--- src/design/schlick_fresnel_with_tir_unit_defines.svh ---
// Assertion shorthands for the Fresnel unit; they expect clk and rst_n in scope.
`ifndef SCHLICK_FRESNEL_WITH_TIR_UNIT_DEFINES_SVH
`define SCHLICK_FRESNEL_WITH_TIR_UNIT_DEFINES_SVH

// consequent must hold in the same cycle as the antecedent
`define SFR_ASSERT_IMPLIES(label, ante, cons) \
    label: assert property (@(posedge clk) disable iff (!rst_n) (ante) |-> (cons)) \
        else $error("sfr: implication violated");

// expression must never be true
`define SFR_ASSERT_NEVER(label, expr) \
    label: assert property (@(posedge clk) disable iff (!rst_n) !(expr)) \
        else $error("sfr: forbidden condition seen");

`endif

--- src/design/sfr_pkg.sv ---
package sfr_pkg;

    localparam int MAG_W = 17;
    localparam int CFG_W = 16;

    typedef enum logic [1:0] {
        REG_IOR_OUTER   = 2'd0,
        REG_IOR_INNER   = 2'd1,
        REG_BASE_REFL   = 2'd2,
        REG_INDEX_RATIO = 2'd3
    } reg_idx_t;

    localparam logic [CFG_W-1:0] IOR_OUTER_RST   = 16'd4096;
    localparam logic [CFG_W-1:0] IOR_INNER_RST   = 16'd6144;
    localparam logic [CFG_W-1:0] BASE_REFL_RST   = 16'd2621;
    localparam logic [CFG_W-1:0] INDEX_RATIO_RST = 16'd43691;

    // 1.0 in Q.30
    localparam logic [30:0] ONE_Q30 = 31'h4000_0000;

    // control and side data that travel alongside each beat
    typedef struct packed {
        logic             valid;
        logic             leaving;
        logic             tir;
        logic [MAG_W-1:0] mag;
    } side_t;

endpackage

--- src/design/sfr_sqrt.sv ---
module sfr_sqrt #(
    parameter int FRAC_BITS = 16
) (
    input  logic                 clk,
    input  logic                 rst_n,
    input  sfr_pkg::side_t       side_in,
    input  logic [FRAC_BITS-1:0] sin2,
    output sfr_pkg::side_t       side_out,
    output logic [FRAC_BITS:0]   root
);

    localparam int N   = FRAC_BITS + 1;
    localparam int V_W = 2 * FRAC_BITS + 1;
    localparam int R_W = 2 * FRAC_BITS + 2;
    localparam logic [FRAC_BITS:0] ONE = (FRAC_BITS+1)'(1) << FRAC_BITS;

    sfr_pkg::side_t   side_reg [0:N-1];
    sfr_pkg::side_t   side_cur [0:N-1];
    logic [V_W-1:0]   v_reg    [0:N-1];
    logic [V_W-1:0]   v_cur    [0:N-1];
    logic [V_W-1:0]   v_next   [0:N-1];
    logic [R_W-1:0]   res_reg  [0:N-1];
    logic [R_W-1:0]   res_cur  [0:N-1];
    logic [R_W-1:0]   res_next [0:N-1];

    // digit-by-digit root of (1 - sin2) << F, one result bit per stage
    always_comb
    begin
        logic [R_W-1:0] bitv;
        logic [R_W-1:0] sum;
        logic [R_W-1:0] v_x;
        side_cur[0] = side_in;
        v_cur[0]    = {ONE - {1'b0, sin2}, {FRAC_BITS{1'b0}}};
        res_cur[0]  = '0;
        for (int k = 1; k < N; k++)
        begin
            side_cur[k] = side_reg[k-1];
            v_cur[k]    = v_reg[k-1];
            res_cur[k]  = res_reg[k-1];
        end
        for (int k = 0; k < N; k++)
        begin
            bitv = R_W'(1) << (2 * (FRAC_BITS - k));
            sum  = res_cur[k] + bitv;
            v_x  = {1'b0, v_cur[k]};
            if (v_x >= sum)
            begin
                v_next[k]   = V_W'(v_x - sum);
                res_next[k] = (res_cur[k] >> 1) + bitv;
            end
            else
            begin
                v_next[k]   = v_cur[k];
                res_next[k] = res_cur[k] >> 1;
            end
        end
    end

    always_ff @(posedge clk or negedge rst_n)
    begin
        if (!rst_n)
        begin
            for (int k = 0; k < N; k++)
            begin
                side_reg[k] <= '0;
            end
        end
        else
        begin
            for (int k = 0; k < N; k++)
            begin
                side_reg[k] <= side_cur[k];
            end
        end
    end

    always_ff @(posedge clk)
    begin
        for (int k = 0; k < N; k++)
        begin
            v_reg[k]   <= v_next[k];
            res_reg[k] <= res_next[k];
        end
    end

    assign side_out = side_reg[N-1];
    assign root     = res_reg[N-1][FRAC_BITS:0];

endmodule

--- config.mk ---
export PLATFORM = sky130hd
export DESIGN_NAME = sfr_sqrt
export DESIGN_NICKNAME = d
export VERILOG_FILES = /design/src/design/schlick_fresnel_with_tir_unit_defines.svh /design/src/design/sfr_pkg.sv /design/src/design/sfr_sqrt.sv
export SDC_FILE = /design/constraint.sdc
export NUM_CORES = 1
export LEC_CHECK = 0
export BUFFER_PORTS_ARGS = -buffer_cell sky130_fd_sc_hd__buf_2
export CAP_MARGIN = 10
export CORE_ASPECT_RATIO = 1.1
export CORE_MARGIN = 2
export CORE_UTILIZATION = 55
export CTS_BUF_LIST = sky130_fd_sc_hd__clkbuf_4 sky130_fd_sc_hd__clkbuf_8
export DETAILED_ROUTE_END_ITERATION = 10
export PLACE_DENSITY = 0.75
export SLEW_MARGIN = 20
export SYNTH_ARGS = -nofsm -noshare
export SYNTH_HDL_FRONTEND = slang
export SYNTH_SLANG_ARGS = --single-unit
--- constraint.sdc ---
create_clock -name clk -period 2.5 [get_ports clk]
set_input_delay 0.25 -clock clk [delete_from_list [all_inputs] [get_ports clk]]
set_output_delay 0.25 -clock clk [all_outputs]
set_load 0.03 [all_outputs]
**Yosys cells after proc, flatten, opt, wreduce, memory -nomap -nowiden**

Memories as Yosys holds them, arrays and structs flattened.
Cells that the tools add are included.

- Memories: 2
- Register bits: 340
- Memory bits (writable): 1139

- Muxes and demuxes: 34
- Order comparisons: 17
- $add $sub $neg: 50

Memory list:

| name | depth | bits a word | read ports | clocked after Yosys merged registers in | write ports | line | text |
|---|---|---|---|---|---|---|---|
| res_reg | 17 | 34 | 17 | 0 | 17 | sfr_sqrt.sv:22 | `logic [R_W-1:0] res_reg [0:N-1];` |
| v_reg | 17 | 33 | 16 | 0 | 17 | sfr_sqrt.sv:19 | `logic [V_W-1:0] v_reg [0:N-1];` |

Operators with widths:

| cell | number |
|---|---|
| $mux 33 | 18 |
| $ge 33x34->1 | 16 |
| $mux 34 | 16 |
| $sub 33x33->33 | 16 |
| $add 33x1->34 const B | 1 |
| $add 33x11->34 const B | 1 |
| $add 33x13->34 const B | 1 |
| $add 33x15->34 const B | 1 |
| $add 33x17->34 const B | 1 |
| $add 33x19->34 const B | 1 |
| $add 33x21->34 const B | 1 |
| $add 33x23->34 const B | 1 |
| $add 33x25->34 const B | 1 |
| $add 33x27->34 const B | 1 |
| $add 33x29->34 const B | 1 |
| $add 33x3->34 const B | 1 |
| $add 33x31->34 const B | 1 |
| $add 33x5->34 const B | 1 |
| $add 33x7->34 const B | 1 |
| $add 33x9->34 const B | 1 |
| $add 34x1->34 const B | 1 |
| $add 34x11->34 const B | 1 |
| $add 34x13->34 const B | 1 |
| $add 34x15->34 const B | 1 |
| other kinds (15) | 15 |

**Longest topological paths before layout**

An unclocked memory read counts as a cell.

- Depth in word-level cells: 4
- Depth in mapped cells: 14

**Worst setup path before layout**

Ideal clock, no wire load.

- Path kind: register to register
- Start: memory v_reg[0][435] (netlist name)
- End: memory v_reg[0][487] (netlist name)
- Setup slack: -273 ps
- Data arrival time: 2654 ps
- Stages on the path, launching flop included: 12
- Buffers on the path: 1
- Required time: 2381 ps
- Period minus slack after synthesis: 2773 ps
- Cells stage by stage: dfxtp_1 ha_1 inv_1 fa_1 nand2b_1 nor2b_1 o311ai_1 a31oi_1 o21a_1 buf_2 or4_1 xnor2_1

RTL lines:

| element | line |
|---|---|
| start, declared | sfr_sqrt.sv:19 |

==> results_dict.tcl <==
set metrics [dict create \
    diodes 0 \
    slowest_stage "dfxtp_4" \
    syn-num-nets 2623 \
    first_pass_iters 7 \
    most-common-layout-cells "459 x dfxtp_1, 340 x dfrtp_1, 187 x inv_1" \
    peakVddDrop_uv 842 \
    clk_path_buf_depth 3 \
    switching_share 0.311 \
    worstPathRequired_ps 3170 \
    grt_pass1_vias 19967 \
    grt_usage 0.212 \
    numCtsBuffers 119 \
    clk_latency_ps 750 \
    drc_errors 0 \
    cp.depth 14 \
    r2r_start "v_reg[0][435]$_SDFF_PP0_" \
    yosys.area.top_type_share 0.333 \
    wirelength_um 57700 \
    synth-main-ff-cell "dfxtp_1" \
    fmax_ghz 0.361 \
    cp_num_buf_inv 5 \
    die_y_um 243 \
    cts.clk_slew.worst_paths_ps 70 \
    relSlewSlack 0.592 \
    whs_ps 66.9 \
    arrival_ps 3440 \
    crit_path_end_kind "flop" \
    wl_per_cell_um 16.2 \
    initial_core_util 0.557 \
    hold_viol 0 \
    grt_pass1_wl_um 94000 \
    cts_tree "yes" \
    tightest_slew_ps 597 \
    synthDistinctLibCells 79 \
    crit_family "compound AO/OA/AOI/OAI gates" \
    setup_tns_ps -5730 \
    internal_power_mw 27.3 \
    synth-seq-cells 814 \
    clockPowerShare 0.293 \
    largest_reg_flops 321 \
    ys_top_cells_by_area "dfxtp_1 33%, dfrtp_1 30%, ha_1 6.7%" \
    r2r_end "v_reg[0][471]$_DFF_P_" \
    root_buffer "clkbuf_8" \
    syn_inst 2425 \
    io-pin-count 75 \
    synth_edf_count 0 \
    p_comb_frac 0.268 \
    drtAntennaViolNets 0 \
    fp-row-count 87 \
    yosysWarnings 0 \
    fin_skew_ps 53.2 \
    period_share 1.11 \
    power.leakage_nw 16.3 \
    io_buffers 74 \
    cpMostUsedCell "buf_6" \
    avgSynthCellArea_um2 11.8 \
    slowest_delay_ps 370 \
    rsz0062_at_grt "yes" \
    die_area_um2 53700 \
    p_per_area_nw_per_um2 1120 \
    cts_sinks 814 \
    core-area_um2 51300 \
    setup_ws_ps -267 \
    violations "setup timing" \
    h-tree-depth 3 \
    final_nets 2990 \
    maxSlewViolCount 0 \
    hold_path_class "in2async" \
    async_flop_share 0.418 \
    regToRegSetupSlack_ps -270 \
    grt.overflow.total 0 \
    setup_viol 46 \
    yosysTopAreaCell "dfxtp_1" \
    cap_violations 0 \
    seq_area_frac_synth 0.631 \
    total_power_mw 39.7 \
    via_per_inst 5.25 \
    worstPathMaxFanout 6 \
    cp-start-kind "flop" \
    syn-cell-area_um2 28500 \
    num_vias 18658 \
    status "complete, but fails checks" \
    dp_hpwl_um 36800 \
    drt_iter0_drc 1039 \
    grt_start_max_net_pins 69 \
    period_needed_ps 2770 \
    die_x_um 221 \
    areaGrowthSynthToFinish_pct 24.2 \
    p_seq_frac 0.439 \
    r2r_cells 14 \
    antenna_found_initial 0 \
    n_fill_cell 3428 \
    drive_gt1_frac 0.236 \
    path_cells "ha_4, inv_2, fa_2, nand2b_4, nor2b_4, o311ai_4, a31oi_4, o21a_4, buf_6, buf_6, inv_8, bufbuf_16, nor2_1, a21oi_1" \
    path_class "reg2reg" \
    layout_commonest_cell "dfxtp_1" \
    power_switching_mw 12.4 \
    place.gp.congestion 0.844 \
]
[cells by family (layout without fill, tap and decap cells)]
| family | after synthesis | after routing | synth area share |
|---|---|---|---|
| AO/OA/AOI/OAI | 431 | 431 | 0.0956 |
| XOR/XNOR | 176 | 176 | 0.0540 |
| adder cells (fa/ha/maj) | 160 | 160 | 0.0723 |
| buffers and inverters | 234 | 698 | 0.0316 |
| flip-flops | 814 | 814 | 0.631 |
| multiplexers | 40 | 40 | 0.0157 |
| other | 1 | 1 | 0.000131 |
| AND/OR/NAND/NOR | 569 | 569 | 0.0999 |
[layout make-up]
cell class	count	area (um2)	area share
sequential	814	18000	0.509
multi-input combinational	1377	10800	0.304
clock buffer	195	2420	0.0683
timing repair buffer	276	2250	0.0635
tap	667	835	0.0236
inverter	202	778	0.0220
clock inverter	23	329	0.00929
timing repair inverter	2	16.3	0.000459
[routing by layer]
layer / vias to the layer above / share of wire / track usage
met3: 175 / 0.038 / 0.0358
li1: 9020 / - / -
met4: 0 / 0.036 / 0.100
met1: 8992 / 0.39 / 0.234
met2: 471 / 0.54 / 0.396
met5: - / 0 / 0
[power groups by stage]
stage | clock, mW | sequential (mW) | combinational [mW]
floorplan | 0 | 16.9 | 7.02
detailed placement | 0 | 17.5 | 9.33
global placement | 0 | 17.4 | 9.04
finish | 11.6 | 17.4 | 10.6
CTS | 11.9 | 17.3 | 9.96
global route | 12.5 | 17.7 | 11.8
[repair_timing]
action	in CTS	in global routing
cloned	3	2
hold buffers	51	0
setup endpoints to repair	142	170
pin swaps	55	65
resized for setup	135	154
endpoints found under the hold margin	377	0
buffers inserted	24	17
[Yosys cell counts, types with 40 or more instances]
| library cell | n |
|---|---|
| nor2_1 | 153 |
| a21oi_1 | 118 |
| nor3_1 | 68 |
| dfxtp_1 | 474 |
| dfrtp_1 | 340 |
| nand2_1 | 128 |
| o21ai_0 | 112 |
| nor4_1 | 40 |
| xnor2_1 | 78 |
| xor2_1 | 98 |
| o21a_1 | 40 |
| inv_1 | 199 |
| ha_1 | 152 |
[per-stage QoR]
step / std cells / setup WS, ps / utilization / instance area (um2)
finish: 3556 / -267 / 0.691 / 35400
global route: 3556 / -300 / 0.691 / 35400
CTS: 3542 / -314 / 0.676 / 34700
detailed placement: 3246 / -316 / 0.597 / 30600
global placement: 3246 / -272 / 0.597 / 30600
floorplan: 2425 / -138 / - / 28600
[worst max-delay path by stage]
stage,start,endpoint,slack [ps]
finish,v_reg[0][435]$_SDFF_PP0_,v_reg[0][471]$_DFF_P_,-270
global placement,res_reg[0][448]$_DFF_P_,v_reg[0][487]$_DFF_P_,-270
floorplan,v_reg[0][435]$_SDFF_PP0_,v_reg[0][487]$_DFF_P_,-140
CTS,res_reg[0][448]$_DFF_P_,v_reg[0][487]$_DFF_P_,-310
detailed placement,res_reg[0][448]$_DFF_P_,v_reg[0][493]$_DFF_P_,-320
global route,res_reg[0][448]$_DFF_P_,v_reg[0][471]$_DFF_P_,-300
No activity file was read; power rests on OpenSTA's default activity.
